File: src/hw/rtl/ffd_pkg.sv
`default_nettype none

package ffd_pkg;

	// configuration register indexes
	localparam logic [1:0] REG_KEY_TEXT    = 2'd0;
	localparam logic [1:0] REG_KEY_LENGTH  = 2'd1;
	localparam logic [1:0] REG_VALUE_LIMIT = 2'd2;

	localparam logic [63:0] KEY_TEXT_RST    = 64'd0;
	localparam logic [3:0]  KEY_LENGTH_RST  = 4'd4;
	localparam logic [6:0]  VALUE_LIMIT_RST = 7'd32;

	// characters with a meaning in a form body
	localparam logic [7:0] CH_PLUS  = 8'h2B;
	localparam logic [7:0] CH_PCT   = 8'h25;
	localparam logic [7:0] CH_AMP   = 8'h26;
	localparam logic [7:0] CH_EQ    = 8'h3D;
	localparam logic [7:0] CH_SPACE = 8'h20;

	localparam int RES_SLOTS = 4;

	typedef struct packed {
		logic [63:0] key_text;
		logic [3:0]  key_length;
		logic [6:0]  value_limit;
	} cfg_t;

	typedef struct packed {
		logic [7:0] value_byte;
		logic       byte_valid;
		logic       value_done;
		logic       field_found;
	} res_t;

	typedef struct packed {
		res_t [RES_SLOTS-1:0] items;
		logic [2:0]           count;
	} bundle_t;

endpackage

`default_nettype wire

File: src/hw/rtl/ffd_in_if.sv
`default_nettype none

interface ffd_in_if;
	logic       valid;
	logic       ready;
	logic [7:0] body_byte;
	logic       body_end;

	modport source (output valid, output body_byte, output body_end, input ready);
	modport sink (input valid, input body_byte, input body_end, output ready);
endinterface

`default_nettype wire

File: src/hw/rtl/ffd_out_if.sv
`default_nettype none

interface ffd_out_if;
	logic       valid;
	logic       ready;
	logic [7:0] value_byte;
	logic       byte_valid;
	logic       value_done;
	logic       field_found;

	modport source (output valid, output value_byte, output byte_valid,
		output value_done, output field_found, input ready);
	modport sink (input valid, input value_byte, input byte_valid,
		input value_done, input field_found, output ready);
endinterface

`default_nettype wire

File: src/hw/rtl/ffd_parse.sv
`default_nettype none

module ffd_parse
	import ffd_pkg::*;
#(
	parameter int KEY_BYTES  = 8,
	parameter int RAW_BUFFER = 128
) (
	input  wire logic       clk,
	input  wire logic       arst_n,
	input  wire logic       advance,
	input  wire logic [7:0] body_byte,
	input  wire logic       body_end,
	input  wire cfg_t       cfg,
	output bundle_t         bundle
);

	localparam int KP_W  = $clog2(KEY_BYTES + 1);
	localparam int RAW_W = $clog2(RAW_BUFFER);

	localparam logic [1:0] PH_MATCH = 2'd0;
	localparam logic [1:0] PH_SKIP  = 2'd1;
	localparam logic [1:0] PH_VALUE = 2'd2;
	localparam logic [1:0] PH_AFTER = 2'd3;

	logic [1:0]       phase_q, phase_n;
	logic [KP_W-1:0]  kpos_q, kpos_n;
	logic [1:0]       held_cnt_q, held_cnt_n;
	logic [7:0]       held_hi_q, held_hi_n;
	logic [RAW_W-1:0] raw_q, raw_n;
	logic [6:0]       out_q, out_n;
	logic             found_q, found_n;

	logic [KP_W-1:0] klen;
	logic [7:0]      key_sel;
	logic [7:0]      pre_c [3];
	logic [1:0]      pre_n;
	logic [7:0]      cand [3];
	logic [1:0]      cnum;
	logic [1:0]      emit_n;
	logic [6:0]      room;
	logic            flush;
	logic            is_amp;
	logic            fr_hold;
	logic [7:0]      fr_char;
	logic            hx_ok;
	logic [3:0]      hx_val;
	logic [3:0]      hi_val;

	// hex digit: {is digit, value}
	function automatic logic [4:0] hex_of(input logic [7:0] c);
		logic [4:0] r;
		r = 5'd0;
		if (c >= 8'h30 && c <= 8'h39)
			r = {1'b1, 4'(c - 8'h30)};
		else if (c >= 8'h61 && c <= 8'h66)
			r = {1'b1, 4'(c - 8'h57)};
		else if (c >= 8'h41 && c <= 8'h46)
			r = {1'b1, 4'(c - 8'h37)};
		return r;
	endfunction

	assign klen    = (cfg.key_length > 4'(KEY_BYTES)) ? KP_W'(KEY_BYTES) : KP_W'(cfg.key_length);
	assign key_sel = 8'(cfg.key_text >> {kpos_q, 3'b000});
	assign is_amp  = (body_byte == CH_AMP);
	assign fr_hold = (body_byte == CH_PCT);
	assign fr_char = (body_byte == CH_PLUS) ? CH_SPACE : body_byte;
	assign {hx_ok, hx_val} = hex_of(body_byte);
	assign hi_val  = 4'(hex_of(held_hi_q));

	always_comb begin
		phase_n    = phase_q;
		kpos_n     = kpos_q;
		held_cnt_n = held_cnt_q;
		held_hi_n  = held_hi_q;
		raw_n      = raw_q;
		found_n    = found_q;
		pre_n      = 2'd0;
		pre_c[0]   = 8'd0;
		pre_c[1]   = 8'd0;
		pre_c[2]   = 8'd0;
		flush      = 1'b0;

		unique case (phase_q)
			PH_MATCH: begin
				if (is_amp) begin
					kpos_n = '0;
				end else if (kpos_q < klen && body_byte == key_sel) begin
					kpos_n = kpos_q + KP_W'(1);
				end else if (kpos_q == klen && body_byte == CH_EQ) begin
					found_n = 1'b1;
					phase_n = PH_VALUE;
				end else begin
					phase_n = PH_SKIP;
				end
			end
			PH_SKIP: begin
				if (is_amp) begin
					phase_n = PH_MATCH;
					kpos_n  = '0;
				end
			end
			PH_VALUE: begin
				if (is_amp) begin
					flush   = 1'b1;
					phase_n = PH_AFTER;
				end else begin
					raw_n = raw_q + RAW_W'(1);
					case (held_cnt_q)
						2'd0: begin
							if (fr_hold) begin
								held_cnt_n = 2'd1;
							end else begin
								pre_c[0] = fr_char;
								pre_n    = 2'd1;
							end
						end
						2'd1: begin
							if (hx_ok) begin
								held_cnt_n = 2'd2;
								held_hi_n  = body_byte;
							end else begin
								pre_c[0] = CH_PCT;
								if (fr_hold) begin
									held_cnt_n = 2'd1;
									pre_n      = 2'd1;
								end else begin
									held_cnt_n = 2'd0;
									pre_c[1]   = fr_char;
									pre_n      = 2'd2;
								end
							end
						end
						default: begin
							held_cnt_n = 2'd0;
							if (hx_ok) begin
								pre_c[0] = {hi_val, hx_val};
								pre_n    = 2'd1;
							end else begin
								pre_c[0] = CH_PCT;
								pre_c[1] = held_hi_q;
								if (fr_hold) begin
									held_cnt_n = 2'd1;
									pre_n      = 2'd2;
								end else begin
									pre_c[2] = fr_char;
									pre_n    = 2'd3;
								end
							end
						end
					endcase
					// raw value full: rest of the body is ignored
					if (raw_n >= RAW_W'(RAW_BUFFER - 1)) begin
						flush   = 1'b1;
						phase_n = PH_AFTER;
					end
				end
			end
			default: begin
			end
		endcase

		if (body_end && phase_n == PH_VALUE)
			flush = 1'b1;

		// decoded candidates: value bytes first, then any flushed escape
		cnum = pre_n + (flush ? held_cnt_n : 2'd0);
		for (int i = 0; i < 3; i++) begin
			if (2'(i) < pre_n)
				cand[i] = pre_c[i];
			else if (2'(i) == pre_n)
				cand[i] = CH_PCT;
			else
				cand[i] = held_hi_n;
		end
		if (flush)
			held_cnt_n = 2'd0;

		// bytes past the limit are dropped
		room   = (cfg.value_limit > out_q) ? (cfg.value_limit - out_q) : 7'd0;
		emit_n = (7'(cnum) < room) ? cnum : room[1:0];
		out_n  = out_q + 7'(emit_n);

		for (int i = 0; i < 3; i++) begin
			if (2'(i) < emit_n)
				bundle.items[i] = '{value_byte: cand[i], byte_valid: 1'b1,
					value_done: 1'b0, field_found: 1'b0};
			else
				bundle.items[i] = '{value_byte: 8'd0, byte_valid: 1'b0,
					value_done: 1'b1, field_found: found_n};
		end
		bundle.items[3] = '{value_byte: 8'd0, byte_valid: 1'b0,
			value_done: 1'b1, field_found: found_n};
		bundle.count = 3'(emit_n) + 3'(body_end);
	end

	always_ff @(posedge clk or negedge arst_n) begin
		if (!arst_n) begin
			phase_q    <= PH_MATCH;
			kpos_q     <= '0;
			held_cnt_q <= 2'd0;
			held_hi_q  <= 8'd0;
			raw_q      <= '0;
			out_q      <= 7'd0;
			found_q    <= 1'b0;
		end else if (advance) begin
			if (body_end) begin
				phase_q    <= PH_MATCH;
				kpos_q     <= '0;
				held_cnt_q <= 2'd0;
				held_hi_q  <= 8'd0;
				raw_q      <= '0;
				out_q      <= 7'd0;
				found_q    <= 1'b0;
			end else begin
				phase_q    <= phase_n;
				kpos_q     <= kpos_n;
				held_cnt_q <= held_cnt_n;
				held_hi_q  <= held_hi_n;
				raw_q      <= raw_n;
				out_q      <= out_n;
				found_q    <= found_n;
			end
		end
	end

	// an escape is held only while a value is being decoded
	a_held_only_in_value: assert property (@(posedge clk) disable iff (!arst_n)
		(phase_q != PH_VALUE) |-> (held_cnt_q == 2'd0))
		else $error("escape held outside value phase");

	// the key position never runs past the key
	a_kpos_bound: assert property (@(posedge clk) disable iff (!arst_n)
		(phase_q == PH_MATCH && advance && !body_end && !is_amp) |=> (kpos_q <= $past(klen)))
		else $error("key position past key length");

endmodule

`default_nettype wire

File: src/hw/rtl/ffd_out_buf.sv
`default_nettype none

module ffd_out_buf
	import ffd_pkg::*;
(
	input  wire logic     clk,
	input  wire logic     arst_n,
	input  wire logic     push,
	input  wire bundle_t  bundle,
	output logic          can_take,
	ffd_out_if.source     value
);

	res_t [RES_SLOTS-1:0] items_s2;
	logic [2:0]           cnt_s2;
	logic [1:0]           idx_q;
	logic                 busy_q;
	logic                 fire;
	logic                 last_out;
	res_t                 cur;

	assign cur               = items_s2[idx_q];
	assign value.valid       = busy_q;
	assign value.value_byte  = cur.value_byte;
	assign value.byte_valid  = cur.byte_valid;
	assign value.value_done  = cur.value_done;
	assign value.field_found = cur.field_found;

	assign fire     = busy_q && value.ready;
	assign last_out = ((3'(idx_q) + 3'd1) == cnt_s2);
	assign can_take = !busy_q || (fire && last_out);

	always_ff @(posedge clk) begin
		if (push)
			items_s2 <= bundle.items;
	end

	always_ff @(posedge clk or negedge arst_n) begin
		if (!arst_n) begin
			busy_q <= 1'b0;
			idx_q  <= 2'd0;
			cnt_s2 <= 3'd0;
		end else if (push) begin
			busy_q <= 1'b1;
			idx_q  <= 2'd0;
			cnt_s2 <= bundle.count;
		end else if (fire) begin
			if (last_out)
				busy_q <= 1'b0;
			else
				idx_q <= idx_q + 2'd1;
		end
	end

	a_push_when_free: assert property (@(posedge clk) disable iff (!arst_n)
		push |-> (can_take && bundle.count != 3'd0))
		else $error("bundle loaded over pending results");

	a_idx_in_range: assert property (@(posedge clk) disable iff (!arst_n)
		busy_q |-> (3'(idx_q) < cnt_s2))
		else $error("result index beyond bundle count");

endmodule

`default_nettype wire

File: src/hw/rtl/form_field_extract_decode_top.sv
// channel  dir  signals                                   transfer when
// body     in   valid ready body_byte[7:0] body_end       valid & ready
// value    out  valid ready value_byte[7:0] byte_valid    valid & ready
//               value_done field_found
// wr       in   wr_en wr_index[1:0] wr_data[63:0]         wr_en (no handshake)
//
// one body byte per cycle when each byte yields at most one result and value is not stalled
// a byte that yields more than one result (up to 4) holds the input until the output buffer,
// which hands out one result per transfer, reaches the last result of the byte before it
// a body byte passes the input register and then the result register before its first result is offered
// arst_n clears the parse state and loads the register reset values
// stalls on value back up through the input register to body.ready
`default_nettype none

module form_field_extract_decode_top
	import ffd_pkg::*;
#(
	parameter int KEY_BYTES  = 8,
	parameter int RAW_BUFFER = 128
) (
	input  wire logic        clk,
	input  wire logic        arst_n,
	ffd_in_if.sink           body,
	ffd_out_if.source        value,
	input  wire logic        wr_en,
	input  wire logic [1:0]  wr_index,
	input  wire logic [63:0] wr_data
);

	cfg_t       cfg_q;

	// input register
	logic       valid_s1;
	logic [7:0] byte_s1;
	logic       end_s1;

	bundle_t    bundle;
	logic       can_take;
	logic       advance;
	logic       push;
	logic       in_fire;

	// configuration writes; an index past the list is ignored
	always_ff @(posedge clk or negedge arst_n) begin
		if (!arst_n) begin
			cfg_q.key_text    <= KEY_TEXT_RST;
			cfg_q.key_length  <= KEY_LENGTH_RST;
			cfg_q.value_limit <= VALUE_LIMIT_RST;
		end else if (wr_en) begin
			unique case (wr_index)
				REG_KEY_TEXT:    cfg_q.key_text    <= wr_data;
				REG_KEY_LENGTH:  cfg_q.key_length  <= wr_data[3:0];
				REG_VALUE_LIMIT: cfg_q.value_limit <= wr_data[6:0];
				default: begin
				end
			endcase
		end
	end

	// a byte with no result retires without touching the output buffer
	assign push       = valid_s1 && (bundle.count != 3'd0) && can_take;
	assign advance    = valid_s1 && ((bundle.count == 3'd0) || can_take);
	assign body.ready = !valid_s1 || advance;
	assign in_fire    = body.valid && body.ready;

	always_ff @(posedge clk or negedge arst_n) begin
		if (!arst_n)
			valid_s1 <= 1'b0;
		else if (body.ready)
			valid_s1 <= body.valid;
	end

	always_ff @(posedge clk) begin
		if (in_fire) begin
			byte_s1 <= body.body_byte;
			end_s1  <= body.body_end;
		end
	end

	// match the key, decode the value, build this byte's results
	ffd_parse #(
		.KEY_BYTES  (KEY_BYTES),
		.RAW_BUFFER (RAW_BUFFER)
	) u_parse (
		.clk       (clk),
		.arst_n    (arst_n),
		.advance   (advance),
		.body_byte (byte_s1),
		.body_end  (end_s1),
		.cfg       (cfg_q),
		.bundle    (bundle)
	);

	// result register, hands results out one per transfer
	ffd_out_buf u_out_buf (
		.clk      (clk),
		.arst_n   (arst_n),
		.push     (push),
		.bundle   (bundle),
		.can_take (can_take),
		.value    (value)
	);

	// a stalled byte stays in the input register
	a_s1_hold: assert property (@(posedge clk) disable iff (!arst_n)
		(valid_s1 && !advance) |=> (valid_s1 && $stable(byte_s1) && $stable(end_s1)))
		else $error("input register lost a stalled byte");

endmodule

`default_nettype wire

File: src/flat_wrapper.sv
// flat-port wrapper written by rule: the top's interface ports become plain ports
module form_field_extract_decode_top_flat import ffd_pkg::*;
#(
	parameter int KEY_BYTES  = 8,
	parameter int RAW_BUFFER = 128
)
  (clk, arst_n, wr_en, wr_index, wr_data, body_valid, body_body_byte, body_body_end, body_ready, value_valid, value_value_byte, value_byte_valid, value_value_done, value_field_found, value_ready);
  ffd_in_if body_i ();
  ffd_out_if value_i ();
  input  wire logic clk;
  input  wire logic arst_n;
  input  wire logic wr_en;
  input  wire logic [1:0] wr_index;
  input  wire logic [63:0] wr_data;
  input wire logic [$bits(body_i.valid)-1:0] body_valid;
  input wire logic [$bits(body_i.body_byte)-1:0] body_body_byte;
  input wire logic [$bits(body_i.body_end)-1:0] body_body_end;
  output wire logic [$bits(body_i.ready)-1:0] body_ready;
  output wire logic [$bits(value_i.valid)-1:0] value_valid;
  output wire logic [$bits(value_i.value_byte)-1:0] value_value_byte;
  output wire logic [$bits(value_i.byte_valid)-1:0] value_byte_valid;
  output wire logic [$bits(value_i.value_done)-1:0] value_value_done;
  output wire logic [$bits(value_i.field_found)-1:0] value_field_found;
  input wire logic [$bits(value_i.ready)-1:0] value_ready;
  assign body_i.valid = body_valid;
  assign body_i.body_byte = body_body_byte;
  assign body_i.body_end = body_body_end;
  assign body_ready = body_i.ready;
  assign value_valid = value_i.valid;
  assign value_value_byte = value_i.value_byte;
  assign value_byte_valid = value_i.byte_valid;
  assign value_value_done = value_i.value_done;
  assign value_field_found = value_i.field_found;
  assign value_i.ready = value_ready;
  form_field_extract_decode_top #(.KEY_BYTES(KEY_BYTES), .RAW_BUFFER(RAW_BUFFER)) u_core (.clk(clk), .arst_n(arst_n), .body(body_i), .value(value_i), .wr_en(wr_en), .wr_index(wr_index), .wr_data(wr_data));
endmodule
File: config.mk
export PLATFORM = sky130hd
export DESIGN_NAME = form_field_extract_decode_top_flat
export DESIGN_NICKNAME = d
export VERILOG_FILES = /design/src/hw/rtl/ffd_pkg.sv /design/src/hw/rtl/ffd_in_if.sv /design/src/hw/rtl/ffd_out_if.sv /design/src/hw/rtl/ffd_parse.sv /design/src/hw/rtl/ffd_out_buf.sv /design/src/hw/rtl/form_field_extract_decode_top.sv /design/src/flat_wrapper.sv
export SDC_FILE = /design/constraint.sdc
export NUM_CORES = 1
export LEC_CHECK = 0
export ABC_AREA = 1
export BUFFER_PORTS_ARGS = -buffer_cell sky130_fd_sc_hd__buf_4
export CORE_UTILIZATION = 60
export CTS_CLUSTER_DIAMETER = 60
export DETAILED_ROUTE_END_ITERATION = 10
export PLACE_DENSITY_LB_ADDON = 0.25
export SLEW_MARGIN = 20
export SYNTH_ARGS = -nofsm -noshare
export SYNTH_HDL_FRONTEND = slang
export SYNTH_SLANG_ARGS = --single-unit
export TNS_END_PERCENT = 10
File: constraint.sdc
create_clock -name clk -period 5.9 [get_ports clk]
set_input_delay 0.295 -clock clk [delete_from_list [all_inputs] [get_ports clk]]
set_output_delay 0.295 -clock clk [all_outputs]
set_load 0.1 [all_outputs]
# Yosys cells after proc, flatten, opt, wreduce, memory -nomap -nowiden
# Cells that the tools add are included.
dict set report op_classes {
  n_addsub 14
  n_lt_le_gt_ge 24
  eq_ne 19
  n_shift 1
  n_mux 85
  reduce_logical 38
}
# cell count
set op_table {}
lappend op_table {{$mux W8} 15}
lappend op_table {{$shr A64 B7 Y8} 1}
lappend op_table {{$mux W24} 2}
lappend op_table {{$mux W2} 23}
lappend op_table {{$mux W7} 5}
lappend op_table {{$eq A8 B6 Y1 const B} 4}
lappend op_table {{$ge A8 B7 Y1 const B} 4}
lappend op_table {{$le A8 B7 Y1 const B} 4}
lappend op_table {{$mux W4} 8}
lappend op_table {{$pmux W8 S2} 2}
lappend op_table {{$bmux W11 S2} 1}
lappend op_table {{$ge A8 B6 Y1 const B} 2}
lappend op_table {{$le A8 B6 Y1 const B} 2}
lappend op_table {{$mux W1} 16}
lappend op_table {{$mux W16} 1}
lappend op_table {{$sub A4 B3 Y4 const B} 4}
lappend op_table {{$logic_and A1 B1 Y1} 15}
lappend op_table {{$mux W5} 3}
lappend op_table {{$mux W14} 1}
lappend op_table {{$mux W11} 1}
lappend op_table {{$reduce_and A2 Y1} 5}
lappend op_table {{$mux W3} 3}
lappend op_table {{$eq A8 B8 Y1} 1}
lappend op_table {{$logic_not A2 Y1} 4}
lappend op_table {{37 further kinds} 54}
dict set report totals {
  register_bits 156
  in_bits 80
  out_inout_bits 13
  word_cells 210
}

# Logic depth before layout (Yosys ltp)
dict set report logic_depth {
  ltp_word 21
  ltp_mapped 41
  depth_no_buf 40
}

# By module
# From an unflattened synthesis, not the netlist that was laid out.
dict set report unflattened {
  cells_unflattened 1156
  hier_area_um2 9616.7
}
# mod n_inst cells_per_inst area_per_inst_um2 seq_area_each_um2
set by_module_without_submodules {}
lappend by_module_without_submodules {ffd_parse 1 679 4130.2 775.7}
lappend by_module_without_submodules {form_field_extract_decode_top 1 331 3558.4 2174.6}
lappend by_module_without_submodules {ffd_out_buf 1 146 1928.1 1471.4}

# Least setup slack after synthesis
# OpenSTA, ideal clock, no wires.
dict set report synth_timing {
  path_kind {register to register}
  startpoint {register u_core.cfg_q[9] (netlist name)}
  endpoint {register u_core.u_out_buf.cnt_s2[2]}
  setup_ns 0.119
  t_arrival_ns 5.099
  t_required_ns 5.781
  slack_ns 0.682
  stages_incl_launch_ff 36
  path_buffers 0
  period_less_slack_ns 5.218
  cell_sequence {dfstp_2 > nor3_1 > o21ai_0 > ha_1 > inv_1 > nor2_1 > nor2_1 > o21ai_0 > a21oi_1 > nand2_1 > nor2_1 > nand3_1 > nand3_1 > nand2_1 > nor2_1 > nand2_1 > a21oi_1 > ha_1 > inv_1 > xor2_1 > inv_1 > nand3_1 > nand2_1 > ha_1 > o21ai_0 > nand2_1 > nand2_1 > inv_1 > o21a_1 > ha_1 > inv_1 > nand3_4 > nand2_1 > nor2_2 > o21ai_0 > o21a_1}
}
# item line_no
set synth_lines {}
lappend synth_lines {{from (decl)} form_field_extract_decode_top.sv:30} ;# cfg_t cfg_q;
lappend synth_lines {{to (signal assigned)} ffd_out_buf.sv:46} ;# cnt_s2 <= bundle.count;
lappend synth_lines {{to (decl)} ffd_out_buf.sv:15} ;# logic [2:0] cnt_s2;

==> flow_summary.ini <==
[place]
place_congestion = 0.945
place_inst = 1298
placement.io_buffers = 92
hpwlAfterDp_um = 15800

[cts]
ctsHtreeMaxLevel = 4
cts_tree = yes
clock_path_buffers = 2
cts_sinks = 156
cts_root_buffer = clkbuf_16
clk_pin_slew_ns = 0.06
clkLatencyLatePin_ns = 0.44
post_cts_buffers = 0
numCtsBuffers = 17

[power_and_ir_drop]
clkPwrFrac = 0.224
power.internal_mw = 2.62
power_frac_comb = 0.456
p_switching_mw = 2.27
pwr-share-seq = 0.319
p_sw_frac = 0.464
peakVddDrop_v = 0.000271
leakage_nw = 4.75
power_density_nw_per_um2 = 483

[synth]
synth_seq_cells = 156
yosysWarnings = 0
yosys.area_share.simple = 0.214
synth_xor_area_frac = 0.0170
synth_top_family_by_area = simple AND/OR/NAND/NOR gates
ys_types = 53
syn-cell-area_um2 = 8760
syn_inst = 1058
synth_nets = 1166
synth_compound_area_frac = 0.136
ys_seq_area_frac = 0.471
synth_area_per_cell_um2 = 8.28
synth_edf_count = 43
synth-main-ff-cell = dfrtp_1
muxShareOfSynthArea = 0.0347
synth_fa_ha_area_frac = 0.0409
ys_async_sr_fraction = 0.724

[global_routing]
grt_pass1_wl_um = 35700
grt-ovfl-total = 0
grt_max_degree = 102
antenna_found_initial = 0
track_usage = 0.313
grt_pass1_vias = 7240

[timing]
max_freq_mhz = 185
skew_ns = 0.0148
maxSlewHeadroom = 0.313
tns_ns = 0
period_share = 0.918
finalHoldViolCount = 0
setup_viol = 0
grt_setup_unrepaired = no
slew_viol_final = 0
worstMarginPinSlew_ns = 1.03
finalCriticalPeriod_ns = 5.41

[finish]
final_cell_mix = nand2_1, nor2_1, inv_1, dfrtp_1, buf_4
nets = 1247
regArea_um2 = 4120
fill_cells = 1088
drive_gt1_frac = 0.160
syn_to_final_growth_pct = 15.6
fin_cells = 1332
diodes = 0
final_common_cell = nand2_1
multi_input_area_um2 = 3890

[worst_setup_path]
path_class = flip-flop to primary output
cp.arrival_ns = 5.12
start_kind = flip-flop
critical_path.max_stage_delay_ns = 0.55
cp_slowest_cell = dfstp_2
worstPathRequired_ns = 5.61
cp_common_cell = nand2_1
cp-end-kind = primary output
crit_path_max_fanout = 5

[route]
avgViaCountPerCell = 5.76
ant_nets = 0
via_count = 7674
drt_iter0_markers = 628
wl_um = 22000
dr.pass1.iters = 8
drc = 0
wire_per_inst_um = 16.5

[die]
die_width_um = 123
die_h_um = 123
coreArea_um2 = 14000
die_area_um2 = 15100
rows = 43
start_util = 0.624
io_pins = 93

[flow_run]
cap_violations = 0

[worst_hold_path]
hold_class = input port to flip-flop

[outcome]
status = completed
-- synthesized netlist by cell type, types with 2 or more instances --
cell	number	area, um2
nand3_1	63	315
ha_1	27	338
o21ai_0	80	400
nor2_2	3	18.8
o21a_1	3	22.5
dfrtp_1	111	2780
nor2_1	146	548
buf_2	3	15.0
buf_4	3	22.5
a221oi_1	4	35.0
nand4_1	19	119
o21ai_1	17	85.1
o31ai_1	5	37.5
buf_6	7	78.8
clkbuf_1	19	71.3
nor3_2	2	20.0
o211ai_1	8	60.1
nand3_2	2	20.0
o21bai_1	2	15.0
a211oi_1	7	52.6
nor3_1	8	40.0
inv_1	141	529
a21oi_1	59	295
o22ai_1	8	50.1
mux2_2	27	304
inv_2	6	22.5
nand2_1	184	691
xor2_1	12	105
dfstp_2	2	52.6
edfxtp_1	43	1290
nand2_2	3	18.8
and3_1	2	12.5
xnor2_1	5	43.8
a22oi_1	4	30.0
buf_1	5	18.8
-- per-stage QoR --
| stage | instance area (um2) | setup WS, ns | power, mW | hold WS (ns) | util |
|---|---|---|---|---|---|
| floorplan | 8760 | 0.682 | 3.26 | -0.000591 | - |
| global placement | 9510 | 0.835 | 3.70 | 0.399 | 0.678 |
| detailed placement | 9510 | 0.601 | 3.74 | 0.399 | 0.678 |
| CTS | 10100 | 0.501 | 4.85 | 0.0306 | 0.720 |
| global route | 10100 | 0.0217 | 5.18 | 0.0263 | 0.721 |
| finish | 10100 | 0.485 | 4.89 | 0.0378 | 0.721 |
-- final cells by class --
class                           instances  share of cell area
Sequential cell                       156               0.407
Multi-Input combinational cell        718               0.384
Clock buffer                           22              0.0481
Inverter                              148              0.0551
Clock inverter                         10              0.0100
Tap cell                              180              0.0222
Timing Repair Buffer                   98              0.0733
-- timing repair --
item | in CTS | in global routing
resized for setup | 0 | 2
endpoints found under the hold margin | 58 | 0
setup endpoints to repair | 0 | 12
hold buffers | 1 | 0
-- routing by layer --
layer,wire [um],global-route usage,vias up
li1,-,-,3672
met5,0,0,-
met4,514,0.104,0
met1,9830,0.431,3683
met2,10200,0.494,278
met3,1440,0.0637,41
-- path summary, 6_finish.rpt --
kind	to	slack, ns	cells past startpoint	from
worst min-delay path	u_core.byte_s1[3]	0.04	1	body_body_byte[3]
worst min register to register	u_core.cfg_q[3]	0.50	2	u_core.cfg_q[3]
worst max-delay path	body_ready	0.49	33	u_core.cfg_q[9]
min in group asynchronous	u_core.cfg_q[55]	0.45	2	arst_n
max in group asynchronous	u_core.u_parse.held_hi_q[7]	4.27	3	arst_n
worst max register to register	u_core.u_out_buf.idx_q[1]	0.64	37	u_core.cfg_q[9]
-- worst max-delay path: cells and delay by family (launching register included) --
kind | cells | cell delay (ns)
compound gates | 6 | 0.86
simple gates | 16 | 1.41
flops | 1 | 0.55
buf+inv | 6 | 0.67
xor+xnor | 1 | 0.19
fa+ha+maj | 4 | 1.02
-- power groups by stage --
stage / Clock [mW] / Sequential [mW] / Combinational [mW]
3_3_place_gp: 0 / 1.57 / 2.14
2_1_floorplan: 0 / 1.52 / 1.74
6_report: 1.10 / 1.56 / 2.23
3_5_place_dp: 0 / 1.57 / 2.17
5_1_grt: 1.15 / 1.59 / 2.45
4_1_cts: 1.10 / 1.56 / 2.19
-- cells by family (layout without fill, tap and decap cells) --
logic type                 Yosys count  count (layout)
xor gates and xnor gates            17              17
buffers and inverters              185             278
adders and majority gates           28              28
AOI/OAI and AO/OA                  207             208
DFF                                156             156
and+or+nand+nor                    438             438
muxes                               27              27
-- flip-flops by register name (all words and copies together), names as in the netlist, 3 cells and up --
register / cells
u_core.byte_s1: 8
u_core.cfg_q: 75
u_core.u_parse.raw_q: 7
u_core.u_out_buf.items_s2: 34
u_core.u_parse.out_q: 7
u_core.u_parse.held_hi_q: 8
u_core.u_parse.kpos_q: 4
u_core.u_out_buf.cnt_s2: 3
No activity file was read; power rests on OpenSTA's default activity.
